[src/hdl/bpcw_pkg.sv]
`timescale 1ns / 1ps
package bpcw_pkg;

	localparam logic [1:0] OP_LOAD_NODE  = 2'd0;
	localparam logic [1:0] OP_LOAD_PLANE = 2'd1;
	localparam logic [1:0] OP_QUERY      = 2'd2;

	localparam logic [1:0] CL_NOP   = 2'd0;
	localparam logic [1:0] CL_NODE  = 2'd1;
	localparam logic [1:0] CL_PLANE = 2'd2;
	localparam logic [1:0] CL_QUERY = 2'd3;

	localparam logic REG_FIRST_NODE = 1'b0;
	localparam logic REG_LAST_NODE  = 1'b1;

	localparam logic [1:0] STATUS_OK       = 2'd0;
	localparam logic [1:0] STATUS_BAD_NODE = 2'd1;
	localparam logic [1:0] STATUS_LOOP     = 2'd2;

	localparam logic [2:0] AXIAL_KINDS = 3'd3;
	localparam logic [2:0] KIND_X      = 3'd0;
	localparam logic [2:0] KIND_Y      = 3'd1;

	localparam int ACC_W = 66;

	typedef struct packed {
		logic [1:0]          cls;
		logic [9:0]          index;
		logic [9:0]          plane_num;
		logic signed [10:0]  child_front;
		logic signed [10:0]  child_back;
		logic [2:0]          kind;
		logic signed [31:0]  vx;
		logic signed [31:0]  vy;
		logic signed [31:0]  vz;
		logic signed [31:0]  offs;
	} bpcw_item_t;

	typedef struct packed {
		logic [9:0]          plane_idx;
		logic signed [10:0]  front;
		logic signed [10:0]  back;
	} bpcw_node_t;

	typedef struct packed {
		logic [2:0]          kind;
		logic signed [31:0]  nx;
		logic signed [31:0]  ny;
		logic signed [31:0]  nz;
		logic signed [31:0]  offs;
	} bpcw_plane_t;

endpackage

[src/hdl/bpcw_front.sv]
`timescale 1ns / 1ps
module bpcw_front #(
	parameter int NODE_COUNT  = 1024,
	parameter int PLANE_COUNT = 1024
) (
	input  logic                    clk,
	input  logic                    arst_n,
	input  logic                    in_valid,
	output logic                    in_ready,
	input  logic [1:0]              op,
	input  logic [9:0]              index,
	input  logic [9:0]              plane_num,
	input  logic signed [10:0]      child_front,
	input  logic signed [10:0]      child_back,
	input  logic [2:0]              plane_type,
	input  logic signed [31:0]      vec_x,
	input  logic signed [31:0]      vec_y,
	input  logic signed [31:0]      vec_z,
	input  logic signed [31:0]      plane_offset,
	output logic                    q_push,
	output bpcw_pkg::bpcw_item_t    q_item,
	input  logic                    q_full
);
	import bpcw_pkg::*;

	// plane index reduction: quotient by reciprocal, then one correction
	localparam int RECIP_SHIFT = 20;
	localparam int RECIP_W     = 21;
	localparam int PROD_W      = 10 + RECIP_W;
	localparam int QC_W        = 27;
	localparam logic [RECIP_W-1:0] RECIP = RECIP_W'((64'd1 << RECIP_SHIFT) / PLANE_COUNT);
	localparam logic [QC_W-1:0]    PC_W  = QC_W'(PLANE_COUNT);

	bpcw_item_t        item_in;
	bpcw_item_t        item_s1;
	bpcw_item_t        item_s2;
	logic              valid_s1;
	logic              valid_s2;
	logic [PROD_W-1:0] prod_s1;
	logic [QC_W-1:0]   qc_s2;
	logic [QC_W-1:0]   rem_raw;
	logic [QC_W-1:0]   rem;
	logic              adv_s1;
	logic              adv_s2;
	logic              node_ok;
	logic              plane_ok;

	assign node_ok  = 32'(index) < 32'(NODE_COUNT);
	assign plane_ok = 32'(index) < 32'(PLANE_COUNT);

	always_comb begin
		item_in.index       = index;
		item_in.plane_num   = plane_num;
		item_in.child_front = child_front;
		item_in.child_back  = child_back;
		item_in.kind        = plane_type;
		item_in.vx          = vec_x;
		item_in.vy          = vec_y;
		item_in.vz          = vec_z;
		item_in.offs        = plane_offset;
		unique case (op)
			OP_LOAD_NODE:  item_in.cls = node_ok ? CL_NODE : CL_NOP;
			OP_LOAD_PLANE: item_in.cls = plane_ok ? CL_PLANE : CL_NOP;
			OP_QUERY:      item_in.cls = CL_QUERY;
			default:       item_in.cls = CL_NOP;
		endcase
	end

	assign adv_s2   = valid_s2 && !q_full;
	assign adv_s1   = valid_s1 && (!valid_s2 || adv_s2);
	assign in_ready = !valid_s1 || adv_s1;
	assign q_push   = adv_s2;

	always_ff @(posedge clk or negedge arst_n) begin
		if (!arst_n) begin
			valid_s1 <= 1'b0;
			valid_s2 <= 1'b0;
		end else begin
			if (in_ready) begin
				valid_s1 <= in_valid;
			end
			if (adv_s1) begin
				valid_s2 <= 1'b1;
			end else if (adv_s2) begin
				valid_s2 <= 1'b0;
			end
		end
	end

	always_ff @(posedge clk) begin
		if (in_valid && in_ready) begin
			item_s1 <= item_in;
			prod_s1 <= PROD_W'(item_in.plane_num) * PROD_W'(RECIP);
		end
		if (adv_s1) begin
			item_s2 <= item_s1;
			qc_s2   <= QC_W'(prod_s1[RECIP_SHIFT +: 10]) * PC_W;
		end
	end

	assign rem_raw = QC_W'(item_s2.plane_num) - qc_s2;
	assign rem     = (rem_raw >= PC_W) ? rem_raw - PC_W : rem_raw;

	always_comb begin
		q_item           = item_s2;
		q_item.plane_num = rem[9:0];
	end
endmodule

[config.mk]
export PLATFORM = sky130hd
export DESIGN_NAME = bpcw_front
export DESIGN_NICKNAME = d
export VERILOG_FILES = /design/src/hdl/bpcw_pkg.sv /design/src/hdl/bpcw_front.sv
export SDC_FILE = /design/constraint.sdc
export NUM_CORES = 1
export LEC_CHECK = 0
export BUFFER_PORTS_ARGS = -buffer_cell sky130_fd_sc_hd__buf_2
export CAP_MARGIN = 0
export CORE_MARGIN = 2
export CORE_UTILIZATION = 45
export CTS_CLUSTER_SIZE = 14
export DETAILED_ROUTE_END_ITERATION = 16
export PLACE_DENSITY_LB_ADDON = 0.05
export SYNTH_ARGS = -nofsm -noshare
export SYNTH_HDL_FRONTEND = slang
export SYNTH_SLANG_ARGS = --single-unit
[constraint.sdc]
create_clock -name clk -period 13.31 [get_ports clk]
set_input_delay 0.6655 -clock clk [delete_from_list [all_inputs] [get_ports clk]]
set_output_delay 0.6655 -clock clk [all_outputs]
set_load 0.02 [all_outputs]
# == Word-level counts from Yosys, hierarchy flattened ==
# Index checks and enable logic that the tools add are counted.
# op_classes
reduce_logical,10
n_eq_ne,2
magnitude_cmp,1
mux,4
addsub,1
# ops
op,n
"10-bit by 11-bit >= comparator with 1-bit output, second input constant",1
10-bit two-way mux,1
"10-bit by 1-bit subtractor with 10-bit output, second input constant",1
2-bit case mux with 3 select lines,1
1-bit logical AND,3
1-bit logical NOT,3
"2-bit by 1-bit == test with 1-bit output, second input constant",1
"2-bit == test, second input constant",1
2-bit logical NOT,1
1-bit logical OR,2
1-bit two-way mux,2
2-bit nonzero test,1
# word_totals
word_cells,40
register_bits,352

# == Longest topological paths before layout ==
# logic_depth
depth_word,6
depth_mapped,4

# == Least setup slack after synthesis ==
# Ideal clock, no wire load.
# synth_path
path_kind,input -> register
from,input port q_full
to,register item_s2[153] (netlist name) (enable)
path_stages,1
setup_slack_ns,-0.949
arrival_time_ns,13.284
required_ns,12.335
setup_time_ns,0.975
cell_sequence,a21boi_0
# synth_via
elab_chain_len,4
# synth_lines
item,line_no,text
from (decl),bpcw_front.sv:22,input logic q_full
1-bit logical NOT,bpcw_front.sv:69,assign adv_s2 = valid_s2 && !q_full;
1-bit logical AND,bpcw_front.sv:69,
1-bit logical OR,bpcw_front.sv:70,assign adv_s1 = valid_s1 && (!valid_s2 || adv_s2);
1-bit logical AND,bpcw_front.sv:70,
to (signal assigned),bpcw_front.sv:96,item_s2 <= item_s1;
to (decl),bpcw_front.sv:36,bpcw_item_t item_s2;
# Every way passes these cells.
# A chain may end at the register's enable or synchronous reset.

# == Worst setup path after layout ==
# layout_path
from,register valid_s2
to,register item_s1[35] (netlist name) (enable)
# layout_via
elab_chain_len,5
elab_cells_between_ends,6
cone_classes,reduce/logical: 6
# layout_lines
item,line_no,text
from (decl),bpcw_front.sv:38,logic valid_s2;
from (signal assigned),bpcw_front.sv:77,valid_s2 <= 1'b0;
from (signal assigned),bpcw_front.sv:83,valid_s2 <= 1'b1;
from (signal assigned),bpcw_front.sv:85,valid_s2 <= 1'b0;
1-bit logical NOT or 1-bit logical AND (tied branches),"bpcw_front.sv:70, bpcw_front.sv:69",
1-bit logical OR (*),bpcw_front.sv:70,
1-bit logical AND (*),bpcw_front.sv:70,
1-bit logical OR (*),bpcw_front.sv:71,assign in_ready = !valid_s1 || adv_s1;
1-bit logical AND (*),bpcw_front.sv:91,if (in_valid && in_ready) begin
to (signal assigned),bpcw_front.sv:92,item_s1 <= item_in;
to (decl),bpcw_front.sv:35,bpcw_item_t item_s1;
# Every way passes the cells marked *; elsewhere a longest branch is shown, timed or not.

==> metrics.yaml <==
cts-root-buf: "clkbuf_16"
vias: 4974
slew_headroom_pct: 30.4
powerDensity_nw_per_um2: 171
worstReg2RegStart: "valid_s2"
rows: 56
leakagePower_nw: 5.37
syn_area_per_cell_um2: 29.2
gr-total-overflow: 0
async_reset_ff_share_pct: 0.568
synth_cell_types: 11
cts_max_level: 2
post-dp-hpwl_mm: 13.8
synthAdderAreaFrac_pct: 0.352
grt_pass1_vias: 5015
yosysWarningCount: 0
routed_wirelength_mm: 20.3
hold_depth: 1
crit_arrival_ps: 2500
startpoint: "valid_s2"
numCtsBuffers: 37
critical-path-top-delay-family: "simple AND/OR/NAND/NOR gates"
final_nets: 945
syn_nets: 547
synth_edf_count: 350
drive_above_1_share_pct: 51.5
antenna_found_initial: 6
synth_seq_area_share_pct: 99.1
timing.fmax_ghz: 0.419
yosys-top-cells-count: "edfxtp_1, ha_1, dfrtp_1, inv_1, nor2_1"
r2r-end: "item_s1[35]"
crit_fanout: 59
hold_viol_final: 0
critPathLaunchType: "flip-flop"
initial_core_util_pct: 45.7
critical_path_class: "flip-flop to flip-flop"
synthFlopType: "edfxtp_1"
gp_congestion: 0.741
cp.required_ps: 13420
cts-resized-gates: 0
wl_per_cell_um: 18.3
viasPerCell: 4.48
clock_path_buffers: 3
synth-simple-area-share_pct: 0.364
synth-seq-cells: 352
cp_num_cells: 3
crit_path_max_incr_delay_ps: 720
synth_top_area_share_pct: 98.6
firstDrtPassIters: 4
vdd_drop_max_mv: 0.105
rsz0062_at_grt: "no"
cp_slowest_cell: "buf_4"
synth_xor_area_share_pct: 0
layout_min_cycle_time_ps: 2380
slew_viol_final: 0
pin_count: 356
die_w_um: 158
drt_iter0_drc: 322
hold_class: "primary input to flip-flop"
die_h_um: 158
clock_sinks: 352
synth.most_common_cell: "edfxtp_1"
syn_inst: 365
r2r_slack_ps: 10930
ant_nets: 0
grt_max_degree: 176
cp_cell_sequence: "nand3_2 > and2_4 > buf_4"
setup-tns-final_ps: 0
grt_pass1_wl_mm: 28.2
synth_mux_area_share_pct: 0
r2r_cells: 3
path_clk_slew_ps: 60
design.core.area_um2: 23300
dieArea_um2: 24900
cts_tree: "done"
synthesis.area_um2: 10700
worst_pin_slew_ps: 1040
fin_skew_ps: 12.4
maxCapViolations: 0
postCtsSetupBuffers: 0
crit_buf_inv: 1
synthTopCellsByArea: "edfxtp_1, dfrtp_1, ha_1, nand3_2, a21o_2"
outcome: "finished, final reports clean"
area_growth_syn_to_layout_pct: 30.8
insertion_delay_ps: 490
finalCritPeriodShare_pct: 17.9
yosysTopAreaCell: "edfxtp_1"
total_power_mw: 2.38
crit_path_end_kind: "flip-flop"
setup_violations: 0
endpoint: "item_s1[35]"
portBuffers: 355
synth_compound_area_share_pct: 0.153
synth_top_family_by_area: "simple AND/OR/NAND/NOR gates"
grtUsageTotal_pct: 15.6
drc: 0
final_util_pct: 59.7
==> layout by cell type, fill, tap and decap left out, types with 2 or more instances in the layout <==
cell type  netlist  layout
inv_1            2       2
edfxtp_1       350     350
diode_2          0       3
buf_2            0     355
clkbuf_1         0      14
ha_1             3       3
buf_4            0       2
clkbuf_16        0      37
dfrtp_1          2       2
nor2_1           2       2
clkinv_1         0       7
clkinv_2         0       5
==> per-stage QoR <==
step | instances | cell area (µm²) | hold slack (ps) | setup WS (ps)
finish | 1110 | 13900 | 341 | 10930
global route | 1110 | 13900 | 316 | 10740
CTS | 1107 | 13900 | 311 | 10880
detailed placement | 1042 | 12900 | 405 | 10530
global placement | 1042 | 12900 | 400 | 10580
floorplan | 365 | 10700 | 370 | 3680
==> timing repair <==
action | 4_1_cts | 5_1_grt
endpoints found under the setup margin | 0 | 0
hold buffers | 1 | 0
endpoints found under the hold margin | 2 | 0
==> logic make-up after synthesis <==
kind of cell | after synthesis
buf+inv | 2
fa+ha+maj | 3
flops | 352
simple gates | 6
compound gates | 2
==> worst reg2reg max path, delay by kind of cell (launching register included) <==
family / cells / cell delay, ps
buffers and inverters: 1 / 750
and+or+nand+nor: 2 / 730
DFF: 1 / 440
==> where the power goes <==
| part | switching (mW) | internal [mW] |
|---|---|---|
| Clock | 0.374 | 0.511 |
| Combinational | 0.112 | 0.0468 |
| Sequential | 0.0176 | 1.32 |
==> state kept, by name (all words and copies together) (netlist names) <==
| register | count |
|---|---|
| item_s2 | 10 |
| item_s1 | 175 |
| q_item | 165 |
| valid_s1 | 1 |
| valid_s2 | 1 |
==> area by class of cell <==
class / count / area (µm²)
Antenna cell: 3 / 7.51
Fill cell: 1759 / 9390
Inverter: 2 / 7.51
Clock inverter: 13 / 58.8
Timing Repair Buffer: 359 / 1820
Multi-Input combinational cell: 11 / 106
Tap cell: 319 / 399
Sequential cell: 352 / 10600
Clock buffer: 51 / 978
==> worst min path at each step <==
stage / startpoint / endpoint / slack [ps]
after floorplan: arst_n / valid_s1 / 370
after detailed placement: item_s1[125] / q_item[125] / 400
after CTS: vec_y[16] / item_s1[80] / 310
final: child_front[6] / item_s1[148] / 340
after global routing: plane_offset[23] / item_s1[23] / 320
after global placement: item_s1[16] / q_item[16] / 400
==> per-layer routing <==
metal | global-route usage [%] | share of wire [%]
met3 | 7.28 | 12
met4 | 6.28 | 2.5
met2 | 25.8 | 50
met5 | 0 | 0.19
met1 | 17.6 | 35
Power figures use the tool's default switching activity.
