File: src/hdl/bpcw_pkg.sv
`timescale 1ns / 1ps
package bpcw_pkg;

	localparam logic [1:0] OP_LOAD_NODE  = 2'd0;
	localparam logic [1:0] OP_LOAD_PLANE = 2'd1;
	localparam logic [1:0] OP_QUERY      = 2'd2;

	localparam logic [1:0] CL_NOP   = 2'd0;
	localparam logic [1:0] CL_NODE  = 2'd1;
	localparam logic [1:0] CL_PLANE = 2'd2;
	localparam logic [1:0] CL_QUERY = 2'd3;

	localparam logic REG_FIRST_NODE = 1'b0;
	localparam logic REG_LAST_NODE  = 1'b1;

	localparam logic [1:0] STATUS_OK       = 2'd0;
	localparam logic [1:0] STATUS_BAD_NODE = 2'd1;
	localparam logic [1:0] STATUS_LOOP     = 2'd2;

	localparam logic [2:0] AXIAL_KINDS = 3'd3;
	localparam logic [2:0] KIND_X      = 3'd0;
	localparam logic [2:0] KIND_Y      = 3'd1;

	localparam int ACC_W = 66;

	typedef struct packed {
		logic [1:0]          cls;
		logic [9:0]          index;
		logic [9:0]          plane_num;
		logic signed [10:0]  child_front;
		logic signed [10:0]  child_back;
		logic [2:0]          kind;
		logic signed [31:0]  vx;
		logic signed [31:0]  vy;
		logic signed [31:0]  vz;
		logic signed [31:0]  offs;
	} bpcw_item_t;

	typedef struct packed {
		logic [9:0]          plane_idx;
		logic signed [10:0]  front;
		logic signed [10:0]  back;
	} bpcw_node_t;

	typedef struct packed {
		logic [2:0]          kind;
		logic signed [31:0]  nx;
		logic signed [31:0]  ny;
		logic signed [31:0]  nz;
		logic signed [31:0]  offs;
	} bpcw_plane_t;

endpackage

File: src/hdl/bpcw_queue.sv
`timescale 1ns / 1ps
module bpcw_queue (
	input  logic                 clk,
	input  logic                 arst_n,
	input  logic                 push,
	input  bpcw_pkg::bpcw_item_t push_item,
	output logic                 full,
	input  logic                 pop,
	output bpcw_pkg::bpcw_item_t pop_item,
	output logic                 empty
);
	import bpcw_pkg::*;

	bpcw_item_t slot_q [2];
	logic       wr_ptr_q;
	logic       rd_ptr_q;
	logic [1:0] count_q;

	assign full     = count_q == 2'd2;
	assign empty    = count_q == 2'd0;
	assign pop_item = slot_q[rd_ptr_q];

	always_ff @(posedge clk or negedge arst_n) begin
		if (!arst_n) begin
			wr_ptr_q <= 1'b0;
			rd_ptr_q <= 1'b0;
			count_q  <= 2'd0;
		end else begin
			if (push) begin
				wr_ptr_q <= !wr_ptr_q;
			end
			if (pop) begin
				rd_ptr_q <= !rd_ptr_q;
			end
			if (push && !pop) begin
				count_q <= count_q + 2'd1;
			end else if (pop && !push) begin
				count_q <= count_q - 2'd1;
			end
		end
	end

	always_ff @(posedge clk) begin
		if (push) begin
			slot_q[wr_ptr_q] <= push_item;
		end
	end
endmodule

File: config.mk
export PLATFORM = sky130hd
export DESIGN_NAME = bpcw_queue
export DESIGN_NICKNAME = d
export VERILOG_FILES = /design/src/hdl/bpcw_pkg.sv /design/src/hdl/bpcw_queue.sv
export SDC_FILE = /design/constraint.sdc
export NUM_CORES = 1
export LEC_CHECK = 0
export ABC_AREA = 1
export BUFFER_PORTS_ARGS = -buffer_cell sky130_fd_sc_hd__buf_2
export CORE_MARGIN = 3
export CORE_UTILIZATION = 57
export CTS_BUF_LIST = sky130_fd_sc_hd__clkbuf_2 sky130_fd_sc_hd__clkbuf_4 sky130_fd_sc_hd__clkbuf_8
export DETAILED_ROUTE_END_ITERATION = 16
export PLACE_DENSITY = 0.85
export SKIP_CTS_REPAIR_TIMING = 1
export SLEW_MARGIN = 15
export SYNTH_ARGS = -nofsm -noshare
export SYNTH_HDL_FRONTEND = slang
export SYNTH_SLANG_ARGS = --single-unit
File: constraint.sdc
create_clock -name clk -period 21 [get_ports clk]
set_input_delay 2.1 -clock clk [delete_from_list [all_inputs] [get_ports clk]]
set_output_delay 2.1 -clock clk [all_outputs]
set_load 0.01 [all_outputs]
Word-level counts from Yosys, hierarchy flattened:

Memory sizes are Yosys's and may differ from the RTL's.
Cells that the tools add are included.

* equality and inequality tests: 1
* reduce and logical (&&, ||, !) cells: 8
* $add $sub $neg: 2
* mux-type cells: 4

Operators by type and width (number)
* logical NOT 1 bit: 4
* 2-to-1 mux 2 bit: 2
* adder 2 x 1 -> 2 bit, second input constant: 1
* equality test 2 bit, second input constant: 1
* logical AND 1 bit: 2
* logical NOT 2 bit: 1
* 2-to-1 mux 1 bit: 2
* nonzero test 2 bit: 1
* subtractor 2 x 1 -> 2 bit, second input constant: 1

* memories kept: 1
* output and inout port bits: 177
* register bits: 4
* logic and storage cells: 19
* memory bits (writable): 350
* bits of input ports: 179

Memory list
* slot_q: words 2, bits a word 175, read ports 1, clocked after Yosys merged registers in 0, write ports 1, RTL line bpcw_queue.sv:14 `bpcw_item_t slot_q [2];`

Depth between registers and ports, before layout:

Gate-level depths: netlist of the first run.

* depth in word-level cells: 4
* mapped depth: 7
* mapped depth without buffers: 7

Worst setup path after synthesis of the first run:

OpenSTA, ideal clock, no wires.

* path type: input to register
* start: in push
* end: mem slot_q[0][0] in the netlist's numbering (enable)
* buffers on the path: 0
* data arrival time: 9.455 ns
* required time: 20.283 ns
* path slack: 10.828 ns
* stages: 2
* library setup time: 0.717 ns
* path through: inv_1 nor2_1

* cells in the longest elaborated chain, start to end: 2

RTL lines
* from (decl): RTL line bpcw_queue.sv:5 `input logic push,`
* 2-to-1 mux 1 bit: RTL line bpcw_queue.sv:44 `if (push) begin`
* 2-to-1 mux 1 bit (not written as such): RTL line bpcw_queue.sv:45 `slot_q[wr_ptr_q] <= push_item;`
* to (decl): RTL line bpcw_queue.sv:14

Every way passes these cells.

==> metrics.txt, run 1 <==
status=finished, final reports clean; Sink Count=354; CTS tree=built; final net count=1144; GP Congestion=0.771; Die X=159 µm; Fill cells=1447; initial DRC count=371; Min-Delay Path Class=reg2reg; Crit. End Element=output pin; Die Y=159 µm; Area growth syn-to-layout=21.8%; Slew Limit Headroom=0.280; post-route ant nets=0; worst path required time=18.90 ns; vias per inst=5.15; initial antenna violation count=8; clock root cell=clkbuf_8; DP HPWL=17.4 mm; crit-path max FO=64; fin crit period=5.30 ns; CTS clock-pin slew for the worst setup and hold paths=0.06 ns; maximum clock path buffer count=3; Routed WL=25.6 mm; Syn Nets=750; Leakage Power=6.59 nW; CTS Buf Count=52; PwrDens=132 mW/mm²; Peak VDD IR=0.164 mV; Synth Register Bits=354; die footprint=0.0254 mm²; fraction of layout cells with a size suffix above 1=0.617; RSZ-0062 raised after global routing=false; Congestion Overflow GR=0; drt drc=0; Cell Area, Synth=0.0134 mm²; vias in the first global route=7064; H-Tree Depth=2; fin crit share=0.252; Initial Utilization=0.586; Setup-failing EPs final=0; Crit Path Class=reg2out; CP startpoint kind=flop; max-slew violation total from the final report=0; setup TNS=0 ns; Distinct cells, synth=14; crit path DAT=3.20 ns; final core occ=0.713; vias=6728; GRT Overall Usage=0.196; core area=0.0229 mm²; Multi-input gate area=0.00258 mm²; Slew @ Worst Pin=1.08 ns; Cells after Synth=570; drt pass-1 iters=4; I/O Pins=356; Synth Warn #=0; skew final=0.0122 ns; Fin. Hold Viols=0; highest clock rate=0.189 GHz; global-route wire length before repair=38.9 mm; post-synthesis sequential area ratio=0.791; Rows=55; Seq. cell area=0.0106 mm²; largest net degree at the start of global routing=97; drt wl/cell=19.6 µm; Syn Area/Cell=23.5 µm²; Max-Cap Viols=0; Skew-Pair Late Insertion Delay=0.55 ns; IO Port Bufs=355
-- final timing paths --
| path | startpoint | endpoint | slack, ns | cells after the start |
|---|---|---|---|---|
| min reg2reg | count_q[1]$_DFFE_PN0P_ | count_q[1]$_DFFE_PN0P_ | 0.54 | 2 |
| min in group asynchronous | arst_n | count_q[0]$_DFFE_PN0P_ | 1.34 | 1 |
| max in group asynchronous | arst_n | rd_ptr_q$_DFFE_PN0P_ | 19.53 | 1 |
| min | count_q[1]$_DFFE_PN0P_ | count_q[1]$_DFFE_PN0P_ | 0.54 | 2 |
| max reg2reg | wr_ptr_q$_DFFE_PN0P_ | slot_q[1][14]$_DFFE_PP_ | 18.32 | 3 |
| max | rd_ptr_q$_DFFE_PN0P_ | pop_item[167] | 15.70 | 3 |
-- layout make-up --
type	count	share of cell area
diodes	6	0.000919
clock buffers	71	0.0529
clock inverters	7	0.00168
inverters	7	0.00191
multi-input cells	189	0.158
flip-flops and latches	354	0.649
well taps	313	0.0240
repair buffers	360	0.111
-- worst max-delay path, cell delays in order, from the launching register on --
cell     delay [ns]
dfrtp_4        1.10
buf_4          0.92
mux2_2         0.41
buf_2          0.14
-- cells in the final DEF, fill, tap and decap left out, types with 6 or more instances in the layout --
cell and count:
clkbuf_8 53, clkbuf_4 18, mux2_4 140, inv_1 6, diode_2 6, clkinv_1 6
buf_2 355, edfxtp_1 350, mux2_2 35
-- routing by layer --
| metal | up-vias | track usage | share of wire |
|---|---|---|---|
| li1 | 3047 | - | - |
| met1 | 3271 | 0.220 | 0.35 |
| met2 | 325 | 0.341 | 0.53 |
| met3 | 81 | 0.0580 | 0.075 |
| met4 | 4 | 0.104 | 0.044 |
| met5 | - | 0 | 0.0012 |
-- power by group --
group | internal, W | total (W) | leakage, nW | switching [W]
clock | 0.000260 | 0.000485 | 0.477 | 0.000225
sequential | 0.000940 | 0.00100 | 3.33 | 0.0000621
combinational | 0.000343 | 0.000673 | 2.79 | 0.000330
-- sequential cells by signal, summed over array words and instances (netlist names) --
signal and flops:
slot_q 350, rd_ptr_q 1, wr_ptr_q 1, count_q 2
-- stage by stage --
stage	cells	power (W)	area, µm²	hold slack (ns)	setup slack, ns
6_report	1307	0.00216	16300	0.544	15.70
5_1_grt	1307	0.00226	16300	0.569	15.51
4_1_cts	1301	0.00219	16300	0.538	15.62
3_5_place_dp	1223	0.00170	15400	0.519	16.22
3_3_place_gp	1223	0.00168	15400	0.496	16.23
2_1_floorplan	570	0.00151	13400	0.463	10.83
-- Yosys cell counts, drive strengths merged --
library cell | instances | area [µm²]
edfxtp | 350 | 10500
mux2 | 175 | 2500
buf | 20 | 206
inv | 7 | 26.3
nand2 | 5 | 18.8
dfrtp | 4 | 100
nor2 | 3 | 11.3
xor2 | 2 | 17.5
ha | 1 | 12.5
nand3 | 1 | 5.00
nand4 | 1 | 6.26
xnor2 | 1 | 8.76
-- cells by family after synthesis --
kind of cell               synth area share
xor gates and xnor gates            0.00196
adders and majority gates          0.000932
buffers and inverters                0.0173
DFF                                   0.791
muxes                                 0.186
and+or+nand+nor                     0.00308
Note: power is estimated with default switching activity, not from simulation.
==> run 2, diff against run 1 <==
Settings changed: ABC_AREA 1 to 0, CORE_UTILIZATION 57 to 54, PLACE_DENSITY 0.85 to 0.82.
Clock period 21 ns to 5.19 ns, I/O delays scaled along.
==> run 2 against run 1 <==
Sequential share of layout area down 0.86 points. Non-clock buffer count up 1. Power rose to 4.2 times the previous value. Sequential cell count unchanged. Sequential power rose to 4.0 times the previous value. First-iteration DRC count up 15%. Cell area up 1.3%. Critical path type unchanged.
==> metrics.txt, run 2 <==
status=finished, final reports clean; Syn Area/Cell=23.9 µm² (+1.5%); top cells by count, synth=edfxtp_1, mux2_4, mux2_2; worst path required time=4.67 ns (-14.23 ns); skew final=0.0149 ns (+0.00267 ns); Distinct cells, synth=13 (-1); max-slew violation total from the final report=0 (unchanged); clock root cell=clkbuf_8; beginning of the worst hold path=push_item[140]; post-synthesis sequential area ratio=0.792 (+0.00118); die footprint=0.0267 mm² (+5.2%); clock network fraction of total power=0.244 (+0.019); Min-Delay Path Class=in2reg; Cell Area, Synth=0.0134 mm² (-0.15%); largest net degree at the start of global routing=164 (+69%); largest registers=slot_q: 350 flops, count_q: 2 flops; Setup-failing EPs final=0 (unchanged); core area=0.0243 mm² (+6.1%); ys flop type=edfxtp_1; GP Congestion=0.758 (-1.7%); Post-synth ARST share=0.0113 (unchanged); commonest non-fill, non-tap cells in the layout=buf_2, edfxtp_1, mux2_4; worst hold path cell count=1 (-1); Synth top area share=0.784 (+0.00117); Area growth syn-to-layout=23.6%; Synth Warn #=0 (unchanged); initial antenna violation count=12 (+4); largest area contributor in the netlist=edfxtp_1; most frequent cell after synthesis=edfxtp_1; Initial Utilization=0.551 (-0.0346); WHS Endpoint=slot_q[0][140]$_DFFE_PP_; fin crit period=3.11 ns; reg-to-reg endpoint=slot_q[0][32]$_DFFE_PP_; Crit. End Element=output pin; Skew-Pair Late Insertion Delay=0.56 ns (about the same); Fin. Hold Viols=0 (unchanged); fin crit share=0.599; final net count=1140 (-0.35%); vias per inst=5.01 (-2.6%); CTS clock-pin slew for the worst setup and hold paths=0.06 ns (about the same); crit-path max FO=71 (+11%); PwrDens=542 mW/mm² (+310%); Leakage Power=6.67 nW (+1.1%); Sw Pwr=0.00259 W (+320%); Reg2Reg Depth=2 (-1); Design Area, Final=0.0166 mm² (+1.3%); H-Tree Depth=2 (unchanged); crit path from=rd_ptr_q$_DFFE_PN0P_; Sink Count=354 (unchanged); I/O Pins=356 (unchanged); DP HPWL=17.1 mm (-1.5%); vias in the first global route=7117 (+0.75%); Rows=57 (+3.6%); CTS tree=built; Cells after Synth=561 (-1.6%); post-route ant nets=0 (unchanged); DP Area=0.0155 mm² (+0.27%); RSZ-0062 raised after global routing=false; Max-Cap Viols=0 (unchanged); r2r setup slk=3.06 ns (-15.26 ns); Sequential Power Share=0.449 (-0.015); vias=6694 (-0.51%); highest clock rate=0.321 GHz; commonest non-fill, non-tap cell in the layout=buf_2; Die Y=164 µm (+2.6%); final core occ=0.681 (-0.0321); drt pass-1 iters=4 (unchanged); drt drc=0 (unchanged); global-route wire length before repair=38.6 mm (-0.84%); Congestion Overflow GR=0 (unchanged); Synth Register Bits=354 (unchanged); Fill cells=1583 (+9.4%); IO Port Bufs=355 (unchanged); CP startpoint kind=flop; Area contributors post-synth=edfxtp_1, mux2_4, mux2_2; GRT Overall Usage=0.189 (-0.00760); CTS Buf Count=56 (+7.7%); crit path DAT=2.59 ns (-0.61 ns); Post-synth EDFFs=350 (unchanged); register bank with the most flops=slot_q; Int Power=0.00638 W (+310%); Die X=164 µm (+2.6%); switching share of power=0.289 (+0.00366); Syn Nets=741 (-1.2%); Crit Path Class=reg2out; Peak VDD IR=0.472 mV (+190%); Slew Limit Headroom=0.278 (-0.00190); initial DRC count=426 (+15%); fraction of layout cells with a size suffix above 1=0.619 (+0.00173); Slew @ Worst Pin=1.08 ns (+0.00285 ns); Routed WL=26.1 mm (+2.0%); max reg flops=350 (unchanged); maximum clock path buffer count=3 (unchanged); worst r2r src=wr_ptr_q$_DFFE_PN0P_; Combinational Power Share=0.307 (-0.004); drt wl/cell=19.6 µm (-0.18%); setup TNS=0 ns (unchanged)
[run 2: kinds of logic after synthesis]
logic type,share of synthesized area
adders and majority gates,0.000934
DFF,0.792
and+or+nand+nor,0.00196
buffers and inverters,0.0157
xor gates and xnor gates,0.00327
muxes,0.186
[run 2: area by class of cell]
class	count	area, µm²	area share
Antenna cell	8	20.0	0.00121
Tap cell	324	405	0.0245
Sequential cell	354	10600	0.641
Multi-Input combinational cell	186	2590	0.156
Inverter	1	3.75	0.000227
Clock buffer	73	905	0.0546
Timing Repair Buffer	361	1870	0.113
Clock inverter	28	151	0.00914
[run 2: power by group through the flow]
stage	Clock [W]	Sequential [W]	Combinational, W
floorplan	0	0.00402	0.00201
global placement	0	0.00405	0.00275
detailed placement	0	0.00409	0.00278
CTS	0.00225	0.00403	0.00280
global route	0.00239	0.00408	0.00293
finish	0.00219	0.00403	0.00276
[run 2: worst max-delay path by stage]
stage,cells past startpoint,endpoint
2_1_floorplan,1,slot_q[1][0]$_DFFE_PP_
3_3_place_gp,3,pop_item[14]
3_5_place_dp,3,pop_item[14]
4_1_cts,3,pop_item[13]
5_1_grt,3,pop_item[33]
6_report,3,pop_item[33]
[run 2: through the flow]
step           hold WS [ns]  std cells  worst slack [ns]  power (W)
6_report              0.134       1335              2.08    0.00898
5_1_grt              0.0944       1335              1.95    0.00940
4_1_cts              -0.302       1326              2.02    0.00909
3_5_place_dp          0.327       1225              2.67    0.00687
3_3_place_gp          0.328       1225              2.66    0.00680
2_1_floorplan         0.223        561             0.158    0.00603
[run 2: worst max-delay path, stage by stage, from the launching register on]
cell     delay [ns]
dfrtp_4        0.93
buf_12         0.46
mux2_4         0.35
buf_2          0.15
[run 2: routing by layer]
metal | part of all wire | vias to the layer above | wire length [µm] | global-route usage
met1 | 0.35 | 3293 | 9230 | 0.213
met5 | 0.0023 | - | 61 | 0
li1 | - | 3051 | - | -
met4 | 0.033 | 8 | 865 | 0.0873
met2 | 0.53 | 277 | 13900 | 0.329
met3 | 0.080 | 65 | 2090 | 0.0588
==> run 3, diff against run 2 <==
Settings changed: ABC_AREA 0 to 1.
Clock period 5.19 ns to 3.1 ns, I/O delays scaled along.
==> run 3 against run 2 <==
Utilization rose by 7.5 points. Non-clock buffer count increased by 186. Cell area is 11% higher. First-iteration DRC count is 16% higher. Critical path depth up 1. Largest power group unchanged.
==> metrics.txt, run 3 (synthesis results as in run 1) <==
status=finished, final reports clean; reg-to-reg endpoint=slot_q[0][151]$_DFFE_PP_; Fin. Hold Viols=0 (unchanged); DP HPWL=17.9 mm (+4.9%); crit-path max FO=34 (-52%); commonest non-fill, non-tap cell in the layout=buf_2; Setup-failing EPs final=0 (unchanged); r2r setup slk=1.55 ns (-1.51 ns); dpl cells=1243 (+1.5%); maximum clock path buffer count=3 (unchanged); core area=0.0244 mm² (+0.29%); final net count=1334 (+17%); initial antenna violation count=1 (-11); H-Tree Depth=2 (unchanged); drt wl/cell=20.4 µm (+4.3%); Die Y=164 µm (about the same); Crit Path Class=reg2out; crit path from=rd_ptr_q$_DFFE_PN0P_; post-route ant nets=0 (unchanged); worst path required time=2.79 ns (-1.88 ns); Seq. cell area=0.0106 mm² (unchanged); GRT Overall Usage=0.192 (+0.00354); Slew Limit Headroom=0.565 (+0.287); crit path DAT=2.09 ns (-0.50 ns); largest registers=slot_q: 350 flops, count_q: 2 flops; max-slew violation total from the final report=0 (unchanged); vias=7572 (+13%); fin crit period=2.40 ns; total power=0.0156 W (+73%); CTS Buf Count=55 (-1.8%); initial DRC count=496 (+16%); Multi-input gate area=0.00259 mm² (about the same); met3 WL=1.84 mm (-12%); Leakage Power=7.49 nW (+12%); CTS tree=built; Sink Count=354 (unchanged); final core occ=0.756 (+0.0750); Crit. End Element=output pin; wl on met1=11.1 mm (+20%); Congestion Overflow GR=0 (unchanged); drt pass-1 iters=4 (unchanged); max reg flops=350 (unchanged); met2 wire len=17.2 mm (+24%); die footprint=0.0268 mm² (+0.15%); non-filler cells, final=1521 (+14%); highest clock rate=0.417 GHz; Initial Utilization=0.550 (-0.000790); Skew-Pair Late Insertion Delay=0.57 ns (about the same); Slew @ Worst Pin=0.652 ns (-0.430 ns); IO Port Bufs=355 (unchanged); Top Layer Used=met4; clock root cell=clkbuf_8; CTS clock-pin slew for the worst setup and hold paths=0.07 ns (about the same); Fin Hold WS=0.0942 ns (-0.0396 ns); commonest non-fill, non-tap cells in the layout=buf_2, edfxtp_1, dlygate4sd3_1; GP Congestion=0.766 (+1.1%); CP startpoint kind=flop; I/O Pins=356 (unchanged); vias in the first global route=7168 (+0.72%); fraction of layout cells with a size suffix above 1=0.527 (-0.0919); Die X=164 µm (about the same); Min-Delay Path Class=in2async; Rows=57 (unchanged); Max-Cap Viols=0 (unchanged); fin crit share=0.773; vias per inst=4.98 (-0.72%); skew final=0.0164 ns (+0.00152 ns); RSZ-0062 raised after global routing=false; Peak VDD IR=0.598 mV (+27%); largest net degree at the start of global routing=103 (-37%); register bank with the most flops=slot_q; PwrDens=844 mW/mm² (+56%); critical path endpoint=pop_item[36]; worst r2r src=wr_ptr_q$_DFFE_PN0P_; Fill cells=1360 (-14%); Area growth syn-to-layout=37.4%; drt drc=0 (unchanged); Routed WL=31.1 mm (+19%); Reg2Reg Depth=2 (unchanged); global-route wire length before repair=39.3 mm (+1.9%)
-- run 3: cell count changes in the layout (fill, tap and decap cells not counted), moves of 2 or more --
cell           previous run  this run
buf_12                    4         6
buf_4                     1         8
clkinv_1                 18        16
diode_2                   8         2
dlygate4sd3_1             1       178
inv_1                     1         6
nand2_1                   0         4
xor2_1                    4         2
-- run 3: worst min path at each step --
stage,from,to,slack [ns],depth (start not counted)
6_report,arst_n,count_q[1]$_DFFE_PN0P_,0.09,2
5_1_grt,arst_n,count_q[1]$_DFFE_PN0P_,0.06,2
2_1_floorplan,arst_n,count_q[0]$_DFFE_PN0P_,0.01,0
3_3_place_gp,arst_n,count_q[1]$_DFFE_PN0P_,0.13,1
3_5_place_dp,arst_n,count_q[1]$_DFFE_PN0P_,0.13,1
4_1_cts,arst_n,count_q[1]$_DFFE_PN0P_,-0.48,1
-- run 3: where the power goes --
group          total, W  leakage, nW  internal, W  switching (W)
Sequential      0.00663         3.33      0.00636       0.000276
Clock           0.00378        0.564      0.00205        0.00173
Combinational   0.00515         3.59      0.00256        0.00259
Total            0.0156         7.49       0.0110        0.00459
-- run 3: area by class of cell --
| type | instances | area share |
|---|---|---|
| Antenna cell | 2 | 0.000271 |
| Clock buffer | 72 | 0.0486 |
| Clock inverter | 26 | 0.00889 |
| Inverter | 7 | 0.00163 |
| Multi-Input combinational cell | 189 | 0.140 |
| Sequential cell | 354 | 0.576 |
| Tap cell | 324 | 0.0220 |
| Timing Repair Buffer | 547 | 0.203 |
-- run 3: per-stage QoR --
stage	setup slack [ns]	setup TNS [ns]	instance area, µm²
3_5_place_dp	1.27	0	15600
3_3_place_gp	1.29	0	15600
5_1_grt	0.607	0	18400
2_1_floorplan	-0.388	-127.33	13400
4_1_cts	0.663	0	16700
6_report	0.704	0	18400
-- run 3: metal layers --
metal  vias up  GRT usage
li1       3435          -
met1      3754      0.228
met2       319      0.333
met3        64     0.0528
met4         0     0.0777
met5         -          0
-- run 3: worst max-delay path, stage by stage (launching register included) --
cell and delay [ns]:
dfrtp_4 0.46, buf_12 0.26, buf_4 0.31, mux2_4 0.33, buf_2 0.14
